[config.mk]
export PLATFORM = sky130hd
export DESIGN_NAME = launch_arm_fire_interlock_top_flat
export DESIGN_NICKNAME = d
export VERILOG_FILES = /design/src/rtl/lafi_pkg.sv /design/src/rtl/lafi_if.sv /design/src/rtl/lafi_lane.sv /design/src/rtl/lafi_merge.sv /design/src/rtl/launch_arm_fire_interlock_top.sv /design/src/flat_wrapper.sv
export SDC_FILE = /design/constraint.sdc
export NUM_CORES = 1
export LEC_CHECK = 0
export BUFFER_PORTS_ARGS = -buffer_cell sky130_fd_sc_hd__buf_2
export CAP_MARGIN = 40
export CORE_ASPECT_RATIO = 0.5
export CORE_MARGIN = 4
export CORE_UTILIZATION = 60
export DETAILED_ROUTE_END_ITERATION = 10
export GPL_ROUTABILITY_DRIVEN = 0
export GPL_TIMING_DRIVEN = 0
export PLACE_DENSITY = 0.95
export SLEW_MARGIN = 40
export SYNTH_ARGS = -nofsm -noshare
export SYNTH_HDL_FRONTEND = slang
export SYNTH_SLANG_ARGS = --single-unit
[constraint.sdc]
create_clock -name clk -period 4.8 [get_ports clk]
set_input_delay 0 -clock clk [delete_from_list [all_inputs] [get_ports clk]]
set_output_delay 0 -clock clk [all_outputs]
set_load 0.01 [all_outputs]
[src/rtl/lafi_pkg.sv]
// Types and constants shared by the launch arm and fire interlock.
package lafi_pkg;

  localparam int NUM_LANES = 4;

  localparam logic [1:0] KIND_PACKET  = 2'd0;
  localparam logic [1:0] KIND_TICK    = 2'd1;
  localparam logic [1:0] KIND_RX_FAIL = 2'd2;

  localparam logic [1:0] BATT_GOOD     = 2'd0;
  localparam logic [1:0] BATT_LOW      = 2'd1;
  localparam logic [1:0] BATT_REVERSED = 2'd2;

  localparam logic [1:0] MODE_CHANNEL   = 2'd0;
  localparam logic [1:0] MODE_LOW_BATT  = 2'd1;
  localparam logic [1:0] MODE_REVERSED  = 2'd2;
  localparam logic [1:0] MODE_LINK_FAIL = 2'd3;

  localparam logic [2:0] LED_UNCHANGED = 3'd0;
  localparam logic [2:0] LED_ARMED     = 3'd1;
  localparam logic [2:0] LED_LATCHED   = 3'd2;
  localparam logic [2:0] LED_CLOSED    = 3'd3;
  localparam logic [2:0] LED_OPEN      = 3'd4;

  localparam logic [15:0] TIMEOUT_RESET = 16'd1000;
  localparam logic [15:0] TICKS_MAX     = 16'hFFFF;

  typedef struct packed {
    logic       armed;
    logic       fired;
    logic       mark_keep;
    logic [2:0] led;
  } lafi_lane_res_t;

  typedef struct packed {
    logic [NUM_LANES-1:0] fired_marks;
    logic                 fire_enabled;
    logic                 fire_held;
  } lafi_state_t;

  typedef struct packed {
    logic                       response_sent;
    logic [NUM_LANES-1:0]       armed_report;
    logic [NUM_LANES-1:0]       fired_report;
    logic                       fire_command;
    logic [1:0]                 whole_led_mode;
    logic [NUM_LANES-1:0][2:0]  led_code;
  } lafi_word_t;

endpackage

[src/rtl/lafi_if.sv]
// Valid/ready channel interfaces for input items and result words.
interface lafi_in_if;
  import lafi_pkg::*;
  logic                 valid;
  logic                 ready;
  logic [1:0]           kind;
  logic [NUM_LANES-1:0] arm_buttons;
  logic                 fire_button;
  logic [NUM_LANES-1:0] continuity_mask;
  logic [1:0]           battery_status;

  modport source (output valid, kind, arm_buttons, fire_button, continuity_mask,
                  battery_status, input ready);
  modport sink (input valid, kind, arm_buttons, fire_button, continuity_mask,
                battery_status, output ready);
endinterface

interface lafi_out_if;
  import lafi_pkg::*;
  logic                 valid;
  logic                 ready;
  logic                 response_sent;
  logic [NUM_LANES-1:0] armed_report;
  logic [NUM_LANES-1:0] fired_report;
  logic                 fire_command;
  logic [1:0]           whole_led_mode;
  logic [2:0]           led_code_0;
  logic [2:0]           led_code_1;
  logic [2:0]           led_code_2;
  logic [2:0]           led_code_3;

  modport source (output valid, response_sent, armed_report, fired_report, fire_command,
                  whole_led_mode, led_code_0, led_code_1, led_code_2, led_code_3,
                  input ready);
  modport sink (input valid, response_sent, armed_report, fired_report, fire_command,
                whole_led_mode, led_code_0, led_code_1, led_code_2, led_code_3,
                output ready);
endinterface

[src/rtl/lafi_lane.sv]
// Per-charge lane: arm and fired status, fired-mark hold and LED code of one charge.
module lafi_lane (
  input  logic                     arm_button,
  input  logic                     continuity,
  input  logic                     fired_mark,
  input  logic                     fire_button,
  input  logic [1:0]               battery_status,
  output lafi_pkg::lafi_lane_res_t res
);
  import lafi_pkg::*;

  logic engaged;

  assign engaged = arm_button & continuity;

  always_comb begin
    res.armed     = engaged & ~fired_mark;
    res.fired     = engaged & fired_mark;
    res.mark_keep = fired_mark & (engaged | fire_button);
    if (battery_status != BATT_GOOD) begin
      res.led = LED_UNCHANGED;
    end else if (res.armed) begin
      res.led = LED_ARMED;
    end else if (res.fired) begin
      res.led = LED_LATCHED;
    end else if (continuity) begin
      res.led = LED_CLOSED;
    end else begin
      res.led = LED_OPEN;
    end
  end

endmodule

[src/rtl/lafi_merge.sv]
// Merge stage: combines the lane results into the reply word and the next interlock state.
module lafi_merge (
  input  lafi_pkg::lafi_lane_res_t [lafi_pkg::NUM_LANES-1:0] lane_res,
  input  logic                                               fire_button,
  input  logic [1:0]                                         battery_status,
  input  lafi_pkg::lafi_state_t                              state_cur,
  output lafi_pkg::lafi_state_t                              state_nxt,
  output lafi_pkg::lafi_word_t                               word
);
  import lafi_pkg::*;

  logic [NUM_LANES-1:0] armed;
  logic [NUM_LANES-1:0] fired;
  logic [NUM_LANES-1:0] keep;
  logic                 cmd;

  always_comb begin
    for (int i = 0; i < NUM_LANES; i++) begin
      armed[i]         = lane_res[i].armed;
      fired[i]         = lane_res[i].fired;
      keep[i]          = lane_res[i].mark_keep;
      word.led_code[i] = lane_res[i].led;
    end
    cmd = fire_button & (|armed) & state_cur.fire_enabled & state_cur.fire_held;

    state_nxt.fired_marks = keep | (cmd ? armed : '0);
    state_nxt.fire_held   = fire_button;
    if (fire_button) begin
      state_nxt.fire_enabled = state_cur.fire_enabled & ~cmd;
    end else begin
      state_nxt.fire_enabled = state_cur.fire_enabled | ~state_cur.fire_held;
    end

    word.response_sent = 1'b1;
    word.armed_report  = armed;
    word.fired_report  = fired;
    word.fire_command  = cmd;
    case (battery_status)
      BATT_LOW:      word.whole_led_mode = MODE_LOW_BATT;
      BATT_REVERSED: word.whole_led_mode = MODE_REVERSED;
      default:       word.whole_led_mode = MODE_CHANNEL;
    endcase
  end

endmodule

[src/rtl/launch_arm_fire_interlock_top.sv]
// Top level of the launch arm and fire interlock.
// The block takes one input word every clock cycle while input ready is high; each word is
// decided when accepted by up to four charge lanes and a merge stage, and its reply goes to
// the output register, or to a one-word skid register behind it while a reply waits to be
// taken; input ready drops only when both hold a word. Ticks update the link counter and
// give no reply; a receive failure at or above the timeout clears it and gives a link
// failure reply. The link timeout register may be written at any time the block is idle.
module launch_arm_fire_interlock_top #(
  parameter int NUM_CHARGES = 4
) (
  input  logic              clk,
  input  logic              rst_n,
  lafi_in_if.sink           in_ch,
  lafi_out_if.source        out_ch,
  input  logic              cfg_we,
  input  logic [15:0]       cfg_wdata
);
  import lafi_pkg::*;

  localparam int ACTIVE_LANES = (NUM_CHARGES < NUM_LANES) ? NUM_CHARGES : NUM_LANES;

  logic [15:0]  timeout_r;
  logic [15:0]  ticks_r;
  logic [15:0]  ticks_nxt;
  lafi_state_t  state_r;
  lafi_state_t  state_nxt;
  lafi_state_t  merge_state;
  lafi_word_t   merge_word;
  lafi_word_t   res_word;
  lafi_word_t   out_word_r;
  lafi_word_t   skid_word_r;
  logic         out_valid_r;
  logic         skid_valid_r;
  logic         in_accept;
  logic         res_valid;
  logic         out_take;
  lafi_lane_res_t [NUM_LANES-1:0] lane_res;

  genvar g;
  generate
    for (g = 0; g < NUM_LANES; g++) begin : g_lane
      if (g < ACTIVE_LANES) begin : g_on
        lafi_lane u_lane (
          .arm_button     (in_ch.arm_buttons[g]),
          .continuity     (in_ch.continuity_mask[g]),
          .fired_mark     (state_r.fired_marks[g]),
          .fire_button    (in_ch.fire_button),
          .battery_status (in_ch.battery_status),
          .res            (lane_res[g])
        );
      end else begin : g_off
        assign lane_res[g] = '0;
      end
    end
  endgenerate

  lafi_merge u_merge (
    .lane_res       (lane_res),
    .fire_button    (in_ch.fire_button),
    .battery_status (in_ch.battery_status),
    .state_cur      (state_r),
    .state_nxt      (merge_state),
    .word           (merge_word)
  );

  assign in_ch.ready = ~skid_valid_r;
  assign in_accept   = in_ch.valid & ~skid_valid_r;
  assign out_take    = out_valid_r & out_ch.ready;

  always_comb begin
    ticks_nxt = ticks_r;
    state_nxt = state_r;
    res_valid = 1'b0;
    res_word  = merge_word;
    case (in_ch.kind)
      KIND_PACKET: begin
        state_nxt = merge_state;
        ticks_nxt = '0;
        res_valid = 1'b1;
      end
      KIND_TICK: begin
        if (ticks_r != TICKS_MAX) begin
          ticks_nxt = ticks_r + 16'd1;
        end
      end
      KIND_RX_FAIL: begin
        if (ticks_r >= timeout_r) begin
          ticks_nxt               = '0;
          res_valid               = 1'b1;
          res_word                = '0;
          res_word.whole_led_mode = MODE_LINK_FAIL;
        end
      end
      default: begin
      end
    endcase
  end

  always_ff @(posedge clk) begin
    if (!rst_n) begin
      timeout_r    <= TIMEOUT_RESET;
      ticks_r      <= '0;
      state_r      <= '{fired_marks: '0, fire_enabled: 1'b1, fire_held: 1'b0};
      out_valid_r  <= 1'b0;
      skid_valid_r <= 1'b0;
    end else begin
      if (cfg_we) begin
        timeout_r <= cfg_wdata;
      end
      if (in_accept) begin
        ticks_r <= ticks_nxt;
        state_r <= state_nxt;
      end
      if (!out_valid_r || out_take) begin
        if (skid_valid_r) begin
          out_valid_r  <= 1'b1;
          skid_valid_r <= 1'b0;
        end else begin
          out_valid_r <= in_accept & res_valid;
        end
      end else if (in_accept && res_valid) begin
        skid_valid_r <= 1'b1;
      end
    end
  end

  always_ff @(posedge clk) begin
    if (!out_valid_r || out_take) begin
      if (skid_valid_r) begin
        out_word_r <= skid_word_r;
      end else begin
        out_word_r <= res_word;
      end
    end else if (in_accept && res_valid) begin
      skid_word_r <= res_word;
    end
  end

  assign out_ch.valid          = out_valid_r;
  assign out_ch.response_sent  = out_word_r.response_sent;
  assign out_ch.armed_report   = out_word_r.armed_report;
  assign out_ch.fired_report   = out_word_r.fired_report;
  assign out_ch.fire_command   = out_word_r.fire_command;
  assign out_ch.whole_led_mode = out_word_r.whole_led_mode;
  assign out_ch.led_code_0     = out_word_r.led_code[0];
  assign out_ch.led_code_1     = out_word_r.led_code[1];
  assign out_ch.led_code_2     = out_word_r.led_code[2];
  assign out_ch.led_code_3     = out_word_r.led_code[3];

endmodule

[src/flat_wrapper.sv]
// flat-port wrapper written by rule: the top's interface ports become plain ports
module launch_arm_fire_interlock_top_flat import lafi_pkg::*;
#(
  parameter int NUM_CHARGES = 4
)
  (clk, rst_n, cfg_we, cfg_wdata, in_ch_valid, in_ch_kind, in_ch_arm_buttons, in_ch_fire_button, in_ch_continuity_mask, in_ch_battery_status, in_ch_ready, out_ch_valid, out_ch_response_sent, out_ch_armed_report, out_ch_fired_report, out_ch_fire_command, out_ch_whole_led_mode, out_ch_led_code_0, out_ch_led_code_1, out_ch_led_code_2, out_ch_led_code_3, out_ch_ready);
  lafi_in_if in_ch_i ();
  lafi_out_if out_ch_i ();
  input  logic clk;
  input  logic rst_n;
  input  logic cfg_we;
  input  logic [15:0] cfg_wdata;
  input wire logic [$bits(in_ch_i.valid)-1:0] in_ch_valid;
  input wire logic [$bits(in_ch_i.kind)-1:0] in_ch_kind;
  input wire logic [$bits(in_ch_i.arm_buttons)-1:0] in_ch_arm_buttons;
  input wire logic [$bits(in_ch_i.fire_button)-1:0] in_ch_fire_button;
  input wire logic [$bits(in_ch_i.continuity_mask)-1:0] in_ch_continuity_mask;
  input wire logic [$bits(in_ch_i.battery_status)-1:0] in_ch_battery_status;
  output wire logic [$bits(in_ch_i.ready)-1:0] in_ch_ready;
  output wire logic [$bits(out_ch_i.valid)-1:0] out_ch_valid;
  output wire logic [$bits(out_ch_i.response_sent)-1:0] out_ch_response_sent;
  output wire logic [$bits(out_ch_i.armed_report)-1:0] out_ch_armed_report;
  output wire logic [$bits(out_ch_i.fired_report)-1:0] out_ch_fired_report;
  output wire logic [$bits(out_ch_i.fire_command)-1:0] out_ch_fire_command;
  output wire logic [$bits(out_ch_i.whole_led_mode)-1:0] out_ch_whole_led_mode;
  output wire logic [$bits(out_ch_i.led_code_0)-1:0] out_ch_led_code_0;
  output wire logic [$bits(out_ch_i.led_code_1)-1:0] out_ch_led_code_1;
  output wire logic [$bits(out_ch_i.led_code_2)-1:0] out_ch_led_code_2;
  output wire logic [$bits(out_ch_i.led_code_3)-1:0] out_ch_led_code_3;
  input wire logic [$bits(out_ch_i.ready)-1:0] out_ch_ready;
  assign in_ch_i.valid = in_ch_valid;
  assign in_ch_i.kind = in_ch_kind;
  assign in_ch_i.arm_buttons = in_ch_arm_buttons;
  assign in_ch_i.fire_button = in_ch_fire_button;
  assign in_ch_i.continuity_mask = in_ch_continuity_mask;
  assign in_ch_i.battery_status = in_ch_battery_status;
  assign in_ch_ready = in_ch_i.ready;
  assign out_ch_valid = out_ch_i.valid;
  assign out_ch_response_sent = out_ch_i.response_sent;
  assign out_ch_armed_report = out_ch_i.armed_report;
  assign out_ch_fired_report = out_ch_i.fired_report;
  assign out_ch_fire_command = out_ch_i.fire_command;
  assign out_ch_whole_led_mode = out_ch_i.whole_led_mode;
  assign out_ch_led_code_0 = out_ch_i.led_code_0;
  assign out_ch_led_code_1 = out_ch_i.led_code_1;
  assign out_ch_led_code_2 = out_ch_i.led_code_2;
  assign out_ch_led_code_3 = out_ch_i.led_code_3;
  assign out_ch_i.ready = out_ch_ready;
  launch_arm_fire_interlock_top #(.NUM_CHARGES(NUM_CHARGES)) u_core (.clk(clk), .rst_n(rst_n), .in_ch(in_ch_i), .out_ch(out_ch_i), .cfg_we(cfg_we), .cfg_wdata(cfg_wdata));
endmodule
==> results.cfg, run 1 <==
[routing]
post_drt_wl_per_cell_um = 18.2
drt.antenna.violating_nets = 0
first_pass_iters = 7
drt_iter0_markers = 510
vias = 3651
remaining_drc_errors = 0
postRouteWirelength_mm = 10.7
vias_per_cell = 6.21

[global_routing]
grt_pass1_wl_mm = 17.7
grt_pass1_vias = 3595
grt_max_degree = 28
track_usage_pct = 26.9
overflow = 0
antenna_found_initial = 0

[worst_setup_path]
crit_fanout = 10
cp-end-kind = register
reg2reg_from = u_core.ticks_r[1]
worstPathRequired_ps = 4940
crit_path_start = u_core.ticks_r[1]
cp.arrival_ps = 3010
critPathLaunchType = register
path_class = register to register

[sta]
maxSlewViolCount = 0
relSlewSlack_pct = 48.5
finalSetupViolCount = 0
timing.fmax_mhz = 349
skew_ps = 6.94
worstMarginPinSlew_ps = 772
hold_viol = 0
post-route-min-period_ps = 2870
final.period_utilization_pct = 59.8
fin_tns_setup_ps = 0
rsz0062_at_grt = false

[synthesis]
postSynthCellCount = 400
avgSynthCellArea_um2 = 10.6
ys.flop_type = edfxtp_1
ys_seq_area_share_pct = 52.8
async_reset_ff_share_pct = 0
yosysUniqueCellTypes = 51
syn_nets = 451
synth_seq_cells = 88
synthesis.yosys.warnings = 0
synth-edff-count = 48
syn_area_um2 = 4240

[clocking]
cts_num_sinks = 88
clock_path_buffers = 2
cts_setup_buffers = 0
cts_tree = yes
clkTransAtPathRegs_ps = 60
cts_buffers = 9
clock_insertion_delay_worst_skew_ps = 340
cts-htree-levels = 3
cts_root_buf = clkbuf_16
cts_resized = 0

[final_layout]
fin_area_um2 = 5180
n_fill_cell = 391
drive_gt1_share_pct = 20.0
mostFrequentLayoutCells = buf_2, edfxtp_1, dfxtp_1, nand2_1, inv_1
layoutNonFillerInstCount = 588
nNetsFinal = 542
areaGrowthSynthToFinish_pct = 22.1
layout_commonest_cell = buf_2
antennaDiodeCount = 0

[power]
power_density_nw_per_um2 = 319
leakage_nw = 2.13
ir_drop_mv = 0.192

[floorplan]
start_util_pct = 62.6
core_um2 = 6780
dieWidth_um = 127
dieArea_um2 = 8560
dieHeight_um = 67.5
num_io_pins = 60
num_rows = 21

[placed_design]
post-dp-hpwl_mm = 6.60
placed_area_um2 = 4690
port_buffers = 58
dpl.cell_count = 551

[worst_hold_path]
min_path_type = input pin to register
min-delay-start = in_ch_continuity_mask[0]

[run]
drv_cap = 0

[run_status]
status = finished clean
==> where the power goes <==
| part | leakage [nW] | internal [W] | switching (W) |
|---|---|---|---|
| registers | 0.824 | 0.000813 | 0.00000820 |
| clock network | 0.130 | 0.000402 | 0.000279 |
| logic | 1.18 | 0.0000629 | 0.0000872 |
==> critical path: stages, from the launching register on <==
cell and delay [ps]:
dfxtp_1 430, ha_1 290, nor2b_1 150, o211a_1 220
o311a_4 390, o41ai_4 510, buf_6 220, nand3_2 130
o31ai_1 310
==> Yosys cell counts (all sizes together) (2+ instances only) <==
master	number	area share [%]
nor2b	8	1.2
o211ai	6	1.1
a21oi	24	2.8
o21a	5	0.88
and2	5	0.74
dfxtp	40	19
nand4	8	1.2
mux2i	10	2.4
a31oi	2	0.29
or3	5	0.74
nor4	2	0.29
clkbuf	11	1.0
mux2	8	2.1
nand2	36	3.2
and4	3	0.62
inv	32	2.8
edfxtp	48	34
nand2b	2	0.29
nor2	23	2.0
or2	2	0.29
ha	17	5.0
and3	10	1.5
nand3	12	1.7
or4	13	2.3
a32o	8	1.9
o31ai	21	3.7
nor3	2	0.35
o21ai	14	1.8
o22ai	4	0.59
nor3b	2	0.47
buf	8	1.4
==> path summary, 6_finish.rpt <==
check                             endpoint  slack, ps  depth (start not counted)
min reg2reg            u_core.timeout_r[3]        490                          2
max reg2reg  u_core.out_ch.armed_report[2]       1930                          8
max          u_core.out_ch.armed_report[2]       1930                          8
min                  u_core.skid_word_r[2]         30                          2
==> timing repair <==
action	in CTS	in global routing
hold buffers	21	0
setup endpoints to repair	0	0
endpoints found under the hold margin	22	0
==> cells by family after synthesis <==
family	synth area share, %
compound gates	15.2
fa+ha+maj	5.01
buf+inv	5.25
flops	52.8
mux	4.48
simple gates	17.2
==> stage by stage <==
step                util (%)  power [W]  hold slack (ps)  worst slack [ps]
floorplan                  -   0.000914              122              1730
CTS                     76.4    0.00165             19.4              2040
global route            76.4    0.00171             33.9              1870
detailed placement      69.1   0.000965              226              2130
finish                  76.4    0.00165             31.2              1930
global placement        68.6   0.000959              220              1140
==> layer usage <==
metal  part of all wire, %  wire, um  global-route usage, %
met5                     0         0                      0
met4                   4.6       487                   17.4
met3                   8.1       865                   8.77
met2                    48      5120                   44.4
met1                    39      4210                   31.0
==> flip-flops by register name, summed over array words and instances, names as in the netlist <==
signal and count:
u_core.out_ch.armed_report 4, u_core.out_ch.fire_command 1, u_core.out_ch.fired_report 4, u_core.out_ch.led_code_0 3, u_core.out_ch.led_code_1 3, u_core.out_ch.led_code_2 3, u_core.out_ch.led_code_3 3, u_core.out_ch.response_sent 1
u_core.out_ch.valid 1, u_core.out_ch.whole_led_mode 2, u_core.skid_valid_r 1, u_core.skid_word_r 24, u_core.state_r 6, u_core.ticks_r 16, u_core.timeout_r 16
==> cell type report <==
cell class | instances | area [um^2] | share of cell area, %
Clock buffer | 12 | 236 | 4.56
Buffer | 19 | 103 | 1.98
Sequential cell | 88 | 2240 | 43.3
Multi-Input combinational cell | 261 | 1790 | 34.5
Timing Repair Buffer | 80 | 528 | 10.2
Clock inverter | 4 | 48.8 | 0.942
Tap cell | 92 | 115 | 2.22
Inverter | 32 | 120 | 2.32
(Power assumes the default switching activity.)
==> run 2: changes to the inputs <==
--- a/config.mk
+++ b/config.mk
@@ -9,11 +9,11 @@
 export CAP_MARGIN = 40
 export CORE_ASPECT_RATIO = 0.5
 export CORE_MARGIN = 4
-export CORE_UTILIZATION = 60
+export CORE_UTILIZATION = 52
 export DETAILED_ROUTE_END_ITERATION = 10
 export GPL_ROUTABILITY_DRIVEN = 0
 export GPL_TIMING_DRIVEN = 0
-export PLACE_DENSITY = 0.95
+export PLACE_DENSITY = 0.88
 export SLEW_MARGIN = 40
 export SYNTH_ARGS = -nofsm -noshare
 export SYNTH_HDL_FRONTEND = slang
==> constraint.sdc (replaced) <==
create_clock -name clk -period 2.45 [get_ports clk]
set_input_delay 0 -clock clk [delete_from_list [all_inputs] [get_ports clk]]
set_output_delay 0 -clock clk [all_outputs]
set_load 0.01 [all_outputs]
==> run 2 against run 1 <==
Compared with the run above: the run now ends with negative setup slack left; clock power rose by 120%; global-route usage decreased by 3.2 points; clock skew rose by 5.6 ps; utilization up 1.4 points; hold slack worse by 9.5 ps; via count up 6.1%; maximum frequency up 10%.
==> results.cfg, run 2 (synthesis gave the netlist of run 1 again) <==
[run_status]
status = complete, but fails checks
failed_checks = negative setup slack

[routing]
drt.antenna.violating_nets = 0
vias_per_cell = 6.22
vias = 3872
first_pass_iters = 7
drt_iter0_markers = 400
remaining_drc_errors = 0
post_drt_wl_per_cell_um = 21.3
postRouteWirelength_mm = 13.3

[power]
power.internal_w = 0.00265
p_sw_w = 0.000846
leakage_nw = 2.42
power_density_nw_per_um2 = 590
p_seq_share_pct = 46.0
ir_drop_mv = 0.339
pwr-share-comb_pct = 10.7
power_frac_clock_pct = 43.3
switching_share_pct = 24.2

[clocking]
cts_root_buf = clkbuf_16
clkTransAtPathRegs_ps = 70
cts_buffers = 9
cts-htree-levels = 3
cts_num_sinks = 88
cts_tree = yes
clock_path_buffers = 2
clock_insertion_delay_worst_skew_ps = 360

[worst_hold_path]
min_path_type = input pin to register

[worst_setup_path]
critPathLaunchType = register
cp.arrival_ps = 2860
cp-end-kind = register
crit_family = compound AO/OA/AOI/OAI gates
crit_chain = inv_2, ha_4, nor2b_4, o211a_1, o311a_4, buf_6, nor3_4, buf_6, buf_6, o21ai_0, a21oi_1
critPathMostFrequentCell = buf_6
critPathMaxStageDelay_ps = 360
worstPathRequired_ps = 2700
crit_path_top_delay_cell = dfxtp_2
path_class = register to register
crit_fanout = 10
critPathBufInv = 4

[final_layout]
largest_registers = u_core.skid_word_r x24, u_core.ticks_r x16, u_core.timeout_r x16
nNetsFinal = 561
fin_area_um2 = 5930
largest-register = u_core.skid_word_r
layout_commonest_cell = buf_2
drive_gt1_share_pct = 36.9
largest_reg_flops = 24
n_fill_cell = 442
areaGrowthSynthToFinish_pct = 39.8
antennaDiodeCount = 0
mostFrequentLayoutCells = buf_2, edfxtp_1, nand2_1, inv_1, dfxtp_1

[floorplan]
start_util_pct = 55.7
num_rows = 22
dieWidth_um = 136
dieHeight_um = 71.9
core_um2 = 7620
num_io_pins = 60
dieArea_um2 = 9760

[placed_design]
post-place-ws_ps = -426
placed_area_um2 = 4680
port_buffers = 58
post-dp-hpwl_mm = 6.61

[sta]
worstMarginPinSlew_ps = 808
post-route-min-period_ps = 2610
maxSlewViolCount = 0
relSlewSlack_pct = 46.1
timing.fmax_mhz = 384
hold_slack_ps = 21.6
hold_viol = 0
skew_ps = 12.5
rsz0062_at_grt = true
final.period_utilization_pct = 106
fin_tns_setup_ps = -3680
layout_setup_ws_ps = -157
finalSetupViolCount = 53

[global_routing]
overflow = 0
grt_max_degree = 29
grtUsageMet1_pct = 29.2
antenna_found_initial = 0
grt_pass1_wl_mm = 18.0
grt_pass1_vias = 3551
track_usage_pct = 23.7
busiest_layer = met2
use_met2_pct = 40.8
grt_use_met3_pct = 7.29

[run]
drv_cap = 0
## run 2: area by class of cell
type | count | area (um^2) | share of cell area [%]
Buffer | 17 | 114 | 1.92
Tap cell | 108 | 135 | 2.28
Clock buffer | 10 | 229 | 3.86
Sequential cell | 88 | 2270 | 38.2
Multi-Input combinational cell | 263 | 2230 | 37.5
Clock inverter | 6 | 90.1 | 1.52
Inverter | 32 | 123 | 2.07
Timing Repair Buffer | 99 | 751 | 12.7
## run 2: metrics by stage
step                      cells  total power [W]  util [%]
after CTS                   615          0.00340      72.3
after global placement      566          0.00188      61.3
after floorplan             400          0.00179         -
final                       623          0.00350      77.8
after global routing        623          0.00360      77.8
after detailed placement    566          0.00189      61.4
## run 2: worst reg2reg max path, cell delays in order, from the launching register on
cell and delay [ps]:
dfxtp_2 360, inv_2 50, ha_4 230, nor2b_4 130, o211a_1 210, o311a_4 340
buf_6 140, nor3_4 330, buf_6 180, buf_6 150, o21ai_0 140, a21oi_1 250
## run 2: path summary, 6_finish.rpt
check,start,endpoint,slack [ps],cells after the start
max,u_core.timeout_r[1],u_core.ticks_r[1],-160,11
min,cfg_we,u_core.timeout_r[4],20,3
max reg2reg,u_core.timeout_r[1],u_core.ticks_r[1],-160,11
min reg2reg,u_core.timeout_r[13],u_core.timeout_r[13],490,2
## run 2: power groups by stage
stage	Clock (W)	Combinational, W	Sequential (W)
after CTS	0.00149	0.000299	0.00161
after global placement	0	0.000243	0.00164
final	0.00152	0.000373	0.00161
after global routing	0.00159	0.000402	0.00161
after detailed placement	0	0.000251	0.00164
after floorplan	0	0.000141	0.00165
## run 2: layer usage
metal / wire (um) / vias up / share of wire [%]
li1: - / 1711 / -
met1: 5010 / 1840 / 38
met3: 1110 / 60 / 8.4
met4: 637 / 0 / 4.8
met5: 0 / - / 0
met2: 6500 / 261 / 49
## run 2: repair_timing
item | CTS | global route
hold buffers | 22 | 0
endpoints found under the setup margin | 79 | 78
buffers inserted | 10 | 6
endpoints found under the hold margin | 23 | 0
gates resized for setup | 45 | 75
pin swaps | 7 | 26
gates cloned | 2 | 3
==> run 3: changes to the inputs <==
--- a/config.mk
+++ b/config.mk
@@ -14,6 +14,7 @@
 export GPL_ROUTABILITY_DRIVEN = 0
 export GPL_TIMING_DRIVEN = 0
 export PLACE_DENSITY = 0.88
+export RECOVER_POWER = 50
 export SLEW_MARGIN = 40
 export SYNTH_ARGS = -nofsm -noshare
 export SYNTH_HDL_FRONTEND = slang
==> run 3 against run 2 <==
Compared with the run above: clock power barely moved; first-iteration DRC count rose by 8.5%; largest cell class unchanged; the flow still finishes with violations (negative setup slack); routed wire length fell by 0.45%; critical path type unchanged; sequential share of layout area grew 0.21 points; critical endpoint unchanged; global-route usage did not move.
==> results.cfg, run 3 (synthesis gave the netlist of run 1 again) <==
[run_status]
status = complete, but fails checks
failed_checks = negative setup slack

[floorplan]
dieWidth_um = 136
num_rows = 22
dieHeight_um = 71.9
dieArea_um2 = 9760
core_um2 = 7620
num_io_pins = 60
start_util_pct = 55.7

[global_routing]
antenna_found_initial = 0
grt_pass1_wl_mm = 18.0
overflow = 0
track_usage_pct = 23.7
grt_max_degree = 29
grt_pass1_vias = 3551

[final_layout]
largest_reg_flops = 24
layoutNonFillerInstCount = 623
areaGrowthSynthToFinish_pct = 39.0
nNetsFinal = 561
largest-register = u_core.skid_word_r
antennaDiodeCount = 0
layout_commonest_cell = edfxtp_1
largest_registers = u_core.skid_word_r x24, u_core.ticks_r x16, u_core.timeout_r x16
mostFrequentLayoutCells = edfxtp_1, nand2_1, clkbuf_1, buf_2, inv_1
drive_gt1_share_pct = 31.8

[clocking]
cts_tree = yes
clock_path_buffers = 2
cts_num_sinks = 88
cts-htree-levels = 3
clkTransAtPathRegs_ps = 60
clock_insertion_delay_worst_skew_ps = 360
cts_buffers = 9
cts_root_buf = clkbuf_16

[placed_design]
post-dp-hpwl_mm = 6.61
port_buffers = 58
post-place-ws_ps = -426
dpl.cell_count = 566

[routing]
vias = 3864
drt_iter0_markers = 434
drt.antenna.violating_nets = 0
post_drt_wl_per_cell_um = 21.2
postRouteWirelength_mm = 13.2
remaining_drc_errors = 0
vias_per_cell = 6.20
first_pass_iters = 4

[sta]
skew_ps = 11.6
layout_setup_ws_ps = -157
timing.fmax_mhz = 384
final.period_utilization_pct = 106
relSlewSlack_pct = 45.2
maxSlewViolCount = 0
rsz0062_at_grt = true
hold_viol = 0
finalSetupViolCount = 49
post-route-min-period_ps = 2610
fin_tns_setup_ps = -3510
worstMarginPinSlew_ps = 821

[power]
power_density_nw_per_um2 = 591
ir_drop_mv = 0.339
leakage_nw = 2.32
finalPower_w = 0.00349

[worst_setup_path]
path_class = register to register
cp.arrival_ps = 2850
cp-end-kind = register
worstPathRequired_ps = 2700
worst-r2r-cell-count = 9
critPathLaunchType = register
crit_fanout = 10
reg2reg_slack_ps = -160

[worst_hold_path]
whs_path_depth = 3
min_path_type = input pin to register

[run]
drv_cap = 0
-- run 3: cell types whose count changed in the layout (fill, tap and decap cells not counted), sizes merged --
cell,before,now
clkbuf,22,48
buf,82,56
-- run 3: area by class of cell --
cell class	instances	area, um^2
clock inverters	6	90.1
inverters	32	123
repair buffers	99	718
flip-flops and latches	88	2270
fillers	450	1720
clock buffers	10	229
well taps	108	135
multi-input cells	263	2230
plain buffers	17	114
-- run 3: metal layers --
metal,track usage [%],vias to the layer above,part of all wire [%]
met3,7.29,66,8.7
met2,40.8,249,49
met1,29.2,1837,37
met4,6.82,0,5.3
met5,0,-,0
li1,-,1712,-
-- run 3: timing repair --
action / 4_1_cts / 5_1_grt
setup buffers: 10 / 6
hold buffers: 22 / 0
pin swaps: 7 / 26
gates cloned: 2 / 3
endpoints found under the setup margin: 79 / 78
resized for setup: 45 / 75
endpoints found under the hold margin: 23 / 0
-- run 3: critical path, cell delays in order, from the launching register on --
cell and delay (ps):
dfxtp_4 390, ha_1 230, nand3_2 180, nor4_4 370, o21a_1 180, buf_2 240, clkbuf_4 270, clkbuf_4 260
o21ai_0 130, a21oi_1 250
-- run 3: metrics by stage --
stage / area (um^2) / util (%) / hold WS [ps]
floorplan: 4250 / - / 122
global placement: 4680 / 61.3 / 220
detailed placement: 4680 / 61.4 / 224
CTS: 5510 / 72.3 / 13.5
global route: 5900 / 77.4 / 44.7
finish: 5900 / 77.4 / 22.5
-- run 3: final timing paths --
kind / startpoint / to
worst max-delay path: u_core.ticks_r[1] / u_core.ticks_r[1]
worst min-delay path: cfg_we / u_core.timeout_r[4]
worst max register to register: u_core.ticks_r[1] / u_core.ticks_r[1]
worst min register to register: u_core.timeout_r[8] / u_core.timeout_r[8]
-- run 3: report_power, final --
| group | total [W] | leakage (nW) | switching, W | internal, W |
|---|---|---|---|---|
| clock | 0.00151 | 0.153 | 0.000612 | 0.000900 |
| combinational | 0.000367 | 1.33 | 0.000209 | 0.000157 |
| sequential | 0.00161 | 0.830 | 0.0000198 | 0.00159 |
| total | 0.00349 | 2.32 | 0.000841 | 0.00265 |
